File: src/design/fft2r_pkg.sv
// ----------------------------------------------------------------------------
// fft2r_pkg
// Shared constants, request/response types, sequencer states and helper
// functions for the two-dimensional radix-2 FFT engine.
// ----------------------------------------------------------------------------
package fft2r_pkg;

   localparam int LOG2_MAX_ROWS = 8;
   localparam int LOG2_MAX_COLS = 8;
   localparam int LINE_LOG2     = (LOG2_MAX_ROWS > LOG2_MAX_COLS) ? LOG2_MAX_ROWS
                                                                  : LOG2_MAX_COLS;
   localparam int LINE_LEN      = 1 << LINE_LOG2;
   localparam int ADDR_W        = LOG2_MAX_ROWS + LOG2_MAX_COLS;
   localparam int STORE_DEPTH   = 1 << ADDR_W;
   localparam int CNT_W         = LINE_LOG2 + 1;
   localparam int LG_W          = 4;
   localparam int TW_W          = (LINE_LOG2 > 1) ? LINE_LOG2 - 1 : 1;
   localparam int TW_DEPTH      = 1 << TW_W;
   localparam int TW_FRAC       = 30;
   localparam int CELL_W        = 64;

   localparam logic [1:0] OP_LOAD      = 2'd0;
   localparam logic [1:0] OP_TRANSFORM = 2'd1;
   localparam logic [1:0] OP_READ      = 2'd2;

   localparam logic [1:0] CSR_DIRECTION = 2'd0;
   localparam logic [1:0] CSR_LOG2_ROWS = 2'd1;
   localparam logic [1:0] CSR_LOG2_COLS = 2'd2;

   localparam logic KIND_DONE = 1'b0;
   localparam logic KIND_READ = 1'b1;

   typedef struct packed {
      logic [1:0]         operation;
      logic [7:0]         row;
      logic [7:0]         col;
      logic signed [31:0] sample_real;
      logic signed [31:0] sample_imag;
   } req_type;

   typedef struct packed {
      logic               kind;
      logic signed [31:0] result_real;
      logic signed [31:0] result_imag;
   } rsp_type;

   typedef struct packed {
      logic signed [31:0] re;
      logic signed [31:0] im;
   } cell_type;

   typedef struct packed {
      cell_type           a;
      cell_type           b;
      logic signed [31:0] w_re;
      logic signed [31:0] w_im;
   } bf_op_type;

   typedef enum logic [3:0] {
      ST_IDLE,
      ST_RD,
      ST_NEXT,
      ST_LOAD,
      ST_BF_RA,
      ST_BF_RB,
      ST_BF_GO,
      ST_BF_WAIT,
      ST_BF_WA,
      ST_BF_WB,
      ST_STORE,
      ST_DONE
   } st_type;

   typedef logic [63:0] tw_rom_type [TW_DEPTH];

   // cos/sin of 2*pi*k/4096 in Q1.30, quadrant folded from first-quadrant values
   function automatic tw_rom_type tw_build();
      tw_rom_type         t;
      real                x;
      int                 k;
      int                 q;
      int                 r;
      logic signed [31:0] c0;
      logic signed [31:0] s0;
      logic signed [31:0] co;
      logic signed [31:0] si;
      for (int e = 0; e < TW_DEPTH; e++) begin
         k  = e << (12 - LINE_LOG2);
         q  = (k >> 10) & 3;
         r  = k & 1023;
         x  = 2.0 * 3.14159265358979323846 * r / 4096.0;
         c0 = 32'($rtoi($floor($cos(x) * 1073741824.0 + 0.5)));
         s0 = 32'($rtoi($floor($sin(x) * 1073741824.0 + 0.5)));
         unique case (q)
            0: begin co = c0;  si = s0;  end
            1: begin co = -s0; si = c0;  end
            2: begin co = -c0; si = -s0; end
            default: begin co = s0; si = -c0; end
         endcase
         t[e] = {co, si};
      end
      return t;
   endfunction

   localparam tw_rom_type TW_ROM = tw_build();

   function automatic logic [LINE_LOG2-1:0] bit_rev(input logic [LINE_LOG2-1:0] v,
                                                    input logic [LG_W-1:0] lg);
      logic [LINE_LOG2-1:0] r;
      for (int b = 0; b < LINE_LOG2; b++) begin
         r[LINE_LOG2-1-b] = v[b];
      end
      return r >> (LINE_LOG2 - int'(lg));
   endfunction

   function automatic logic signed [31:0] scale_down(input logic signed [31:0] x,
                                                     input logic [LG_W-1:0] lg);
      logic signed [32:0] t;
      t = 33'(x) + (33'sd1 <<< (lg - LG_W'(1)));
      return 32'(t >>> lg);
   endfunction

endpackage

File: src/design/fft2r_bfly.sv
// ----------------------------------------------------------------------------
// fft2r_bfly
// Shared butterfly unit: one 32x32 multiplier stepped over four products,
// Q30 rounding and saturating sum and difference.
// ----------------------------------------------------------------------------
module fft2r_bfly (
   input  logic                  clock,
   input  logic                  reset,
   input  logic                  start,
   input  fft2r_pkg::bf_op_type  op,
   output logic                  done,
   output fft2r_pkg::cell_type   x0,
   output fft2r_pkg::cell_type   x1
);
   import fft2r_pkg::*;

   bf_op_type          op_ff;
   logic [2:0]         cnt_ff;
   logic               busy_ff;
   logic               done_ff;
   logic signed [63:0] p_ff;
   logic signed [63:0] acc_re_ff;
   logic signed [63:0] acc_im_ff;
   logic signed [33:0] v_re_ff;
   logic signed [33:0] v_im_ff;
   cell_type           x0_ff;
   cell_type           x1_ff;

   logic signed [31:0] mx;
   logic signed [31:0] my;
   logic signed [63:0] rnd_re;
   logic signed [63:0] rnd_im;

   function automatic logic signed [31:0] sat(input logic signed [34:0] v);
      if (v > 35'sh07FFFFFFF) begin
         return 32'sh7FFFFFFF;
      end else if (v < -35'sh080000000) begin
         return 32'sh80000000;
      end
      return 32'(v);
   endfunction

   always_comb begin
      unique case (cnt_ff)
         3'd1: begin mx = op_ff.b.re; my = op_ff.w_re; end
         3'd2: begin mx = op_ff.b.im; my = op_ff.w_im; end
         3'd3: begin mx = op_ff.b.re; my = op_ff.w_im; end
         3'd4: begin mx = op_ff.b.im; my = op_ff.w_re; end
         default: begin mx = op_ff.b.re; my = op_ff.w_re; end
      endcase
      rnd_re = (acc_re_ff + (64'sd1 <<< (TW_FRAC - 1))) >>> TW_FRAC;
      rnd_im = (acc_im_ff + (64'sd1 <<< (TW_FRAC - 1))) >>> TW_FRAC;
   end

   always_ff @(posedge clock) begin
      if (reset) begin
         busy_ff <= 1'b0;
         done_ff <= 1'b0;
         cnt_ff  <= '0;
      end else begin
         done_ff <= busy_ff && (cnt_ff == 3'd7);
         if (start) begin
            busy_ff <= 1'b1;
            cnt_ff  <= 3'd1;
         end else if (busy_ff) begin
            cnt_ff <= cnt_ff + 3'd1;
            if (cnt_ff == 3'd7) begin
               busy_ff <= 1'b0;
            end
         end
      end
   end

   always_ff @(posedge clock) begin
      if (start) begin
         op_ff <= op;
      end
      p_ff <= mx * my;
      unique case (cnt_ff)
         3'd2: acc_re_ff <= p_ff;
         3'd3: acc_re_ff <= acc_re_ff - p_ff;
         3'd4: acc_im_ff <= p_ff;
         3'd5: begin
            acc_im_ff <= acc_im_ff + p_ff;
         end
         default: ;
      endcase
      if (cnt_ff == 3'd7) begin
         x0_ff.re <= sat(35'(op_ff.a.re) + 35'(v_re_ff));
         x0_ff.im <= sat(35'(op_ff.a.im) + 35'(v_im_ff));
         x1_ff.re <= sat(35'(op_ff.a.re) - 35'(v_re_ff));
         x1_ff.im <= sat(35'(op_ff.a.im) - 35'(v_im_ff));
      end
      if (cnt_ff == 3'd6) begin
         v_re_ff <= rnd_re[33:0];
         v_im_ff <= rnd_im[33:0];
      end
   end

   assign done = done_ff;
   assign x0   = x0_ff;
   assign x1   = x1_ff;

endmodule

File: config.mk
export PLATFORM = sky130hd
export DESIGN_NAME = fft2r_bfly
export DESIGN_NICKNAME = d
export VERILOG_FILES = /design/src/design/fft2r_pkg.sv /design/src/design/fft2r_bfly.sv
export SDC_FILE = /design/constraint.sdc
export NUM_CORES = 2
export LEC_CHECK = 0
export BUFFER_PORTS_ARGS = -buffer_cell sky130_fd_sc_hd__buf_2
export CAP_MARGIN = 15
export CORE_ASPECT_RATIO = 1.4
export CORE_UTILIZATION = 45
export CTS_CLUSTER_DIAMETER = 50
export DETAILED_ROUTE_END_ITERATION = 12
export GPL_TIMING_DRIVEN = 1
export HOLD_SLACK_MARGIN = 0.12
export PLACE_DENSITY = 0.66
export SLEW_MARGIN = 30
export SYNTH_ARGS = -nofsm -noshare
export SYNTH_HDL_FRONTEND = slang
export SYNTH_SLANG_ARGS = --single-unit
File: constraint.sdc
create_clock -name clock -period 11.5 [get_ports clock]
set_clock_uncertainty 0.2 [all_clocks]
set_input_delay 0.575 -clock clock [delete_from_list [all_inputs] [get_ports clock]]
set_output_delay 0.575 -clock clock [all_outputs]
set_load 0.01 [all_outputs]
==> impl_metrics.ini <==
[clock_tree]
cts.sinks = 585
postCtsSetupBuffers = 0
root_buffer = clkbuf_16
cts-buffers-inserted = 78
htreeDepth = 3
clk_path_buf_depth = 3
clkLatencyLatePin_ns = 0.72
cts_tree = built
path_clk_slew_ns = 0.06

[global_route]
grt_pass1_vias = 57100
grt_pass1_wl_mm = 323
grt_max_degree = 95
grt_usage = 0.263
antenna_found_initial = 2
grt-ovfl-total = 0

[sta]
slew_headroom = 0.330
worst-slew-pin-transition_ns = 0.984
setup_viol = 0
fin_setup_tns_ns = 0
period_needed_ns = 10.75
hold_violations = 0
maxSlewViolCount = 0
fin_crit_sh = 0.935
rsz0062_at_grt = no
fmax_ghz = 0.0930

[worst_setup_path]
critical-path-slowest-cell = mux2i_2
rrSetupSlack_ns = 0.75
r2r-start = cnt_ff[2]
cp_top_family = adder cells
crit_required_ns = 11.85
reg2regPathDepth = 28
worstSetupPathType = reg -> reg
startpoint = cnt_ff[2]
path_max_fanout = 27
worstSetupEndpointType = flop
critPathArrivalTime_ns = 11.10
critPathBufInv = 5
cpPeakStageDelay_ns = 0.83
critPathMostFrequentCell = fa_1
r2r_end = p_ff[56]
setup.worst_path.start_class = flop

[die]
die_x_um = 337
die_area_mm2 = 0.159
ios = 324
dieHeight_um = 472
rows = 172
initial_core_util = 0.453
core_region_area_mm2 = 0.157

[synth]
yosysUniqueCellTypes = 112
synth.area.top_cells = fa_1 (31%), edfxtp_1 (22%), ha_1 (8.0%)
synth_area_mm2 = 0.0709
synth_area_leader_cell = fa_1
postSynthAreaPerCell_um2 = 9.71
synth_most_common_cell = inv_1
synthTopCellsByCount = inv_1 (1205), fa_1 (1088), nor2_1 (764), nand2_1 (748), edfxtp_1 (516)
synth-seq-cells = 585
synth_top_area_share = 0.307
synth_edf_count = 516
synth_flop_cell = edfxtp_1
syn-num-nets = 9039
syn_inst = 7302
postSynth.asyncResetShare = 0
yosys_warnings = 0
ys_seq_area_frac = 0.238

[min_path]
hold_class = in -> reg
hold_path_depth = 1
hold_start = start
holdPathEnd = op_ff[190]

[run]
maxCapViolCount = 0

[drt]
wl_per_cell_um = 21.1
route.detailed.drc = 1
ant_nets = 0
vias = 53900
first_pass_iters = 10
vias_per_cell = 5.48
routed_wirelength_mm = 208
drt_iter0_drc = 3875

[placement]
routabilityCongestion = 0.970
port_buffers = 323
dpl.hpwl_mm = 165

[status]
status = finished, violations left
violations = design-rule violations

[layout]
drive_above_1_share = 0.0941
nFillCells = 14300
area_growth_pct = 12.3
final_nets = 9429
==> metrics by stage <==
stage	std cells	setup WS (ns)	cell area, um2	hold WS [ns]	utilization
2_1_floorplan	7302	1.86	70900	0.324	-
3_3_place_gp	9504	1.06	74900	0.326	0.478
3_5_place_dp	9505	0.922	74900	0.333	0.478
4_1_cts	9842	0.810	79500	0.278	0.508
5_1_grt	9845	0.374	79600	0.322	0.508
6_report	9845	0.751	79600	0.291	0.508
==> cells by family (layout without fill, tap and decap cells) <==
family,after synthesis,count (layout),share of synthesized area
mux,141,141,0.0210
other cells,0,1,0
xor+xnor,368,368,0.0455
compound gates,1210,1210,0.110
simple gates,1941,1941,0.117
flops,585,585,0.238
buf+inv,1515,1969,0.0816
fa+ha+maj,1542,1542,0.387
==> placed cells by master, fill, tap and decap left out, types with 18 or more instances in the layout <==
cell / n
o21ai_1: 31
inv_1: 1204
dlygate4sd3_1: 193
a21oi_1: 331
mux2_2: 56
buf_4: 94
a21o_1: 143
o21ai_0: 333
xnor2_1: 267
a211oi_1: 23
o31ai_1: 29
and2_1: 25
nand2b_1: 48
and3_1: 39
ha_1: 452
o21bai_1: 54
nand4_1: 52
nor3_1: 41
dfxtp_1: 69
edfxtp_1: 516
a31oi_1: 31
nor2_1: 762
nand2_1: 747
clkbuf_16: 81
mux2i_1: 56
fa_1: 1088
nand3_1: 91
nor2b_1: 40
o211ai_1: 18
xor2_1: 101
buf_2: 322
o21a_1: 34
==> worst max-delay path by stage <==
| stage | cells past startpoint | slack [ns] | endpoint |
|---|---|---|---|
| global placement | 28 | 1.06 | p_ff[63] |
| global route | 30 | 0.37 | p_ff[51] |
| floorplan | 32 | 1.86 | p_ff[56] |
| CTS | 28 | 0.81 | p_ff[56] |
| finish | 28 | 0.75 | p_ff[56] |
| detailed placement | 28 | 0.92 | p_ff[56] |
==> repair_timing <==
action / 4_1_cts / 5_1_grt
hold endpoints to repair: 197 / 0
gates resized for setup: 0 / 0
endpoints found under the setup margin: 0 / 0
hold buffers: 193 / 0
==> registers in the layout, indices dropped and copies added (netlist names) <==
register   count
op_ff        192
acc_im_ff     64
acc_re_ff     64
p_ff          64
x0            64
x1            64
v_im_ff       34
v_re_ff       34
cnt_ff         3
busy_ff        1
done           1
==> final cells by class <==
type                    count  area, um2  share of cell area
multi-input cells        5202      48500               0.609
flip-flops and latches    585      16900               0.212
inverters                1208       4530              0.0570
repair buffers            617       4390              0.0552
well taps                2088       2610              0.0328
clock buffers              91       2060              0.0259
clock inverters            53        634             0.00797
diodes                      1       2.50           0.0000314
==> metal layers <==
| layer | global-route usage | wire (um) | vias up |
|---|---|---|---|
| li1 | - | - | 24400 |
| met5 | 0 | 0 | - |
| met1 | 0.315 | 79900 | 26800 |
| met4 | 0.139 | 12600 | 0 |
| met3 | 0.0422 | 15000 | 593 |
| met2 | 0.452 | 100000 | 2162 |
Power is left out: the tool's default activity adds up to more than one toggle a clock period on the data nets, which glitch-free logic cannot reach.
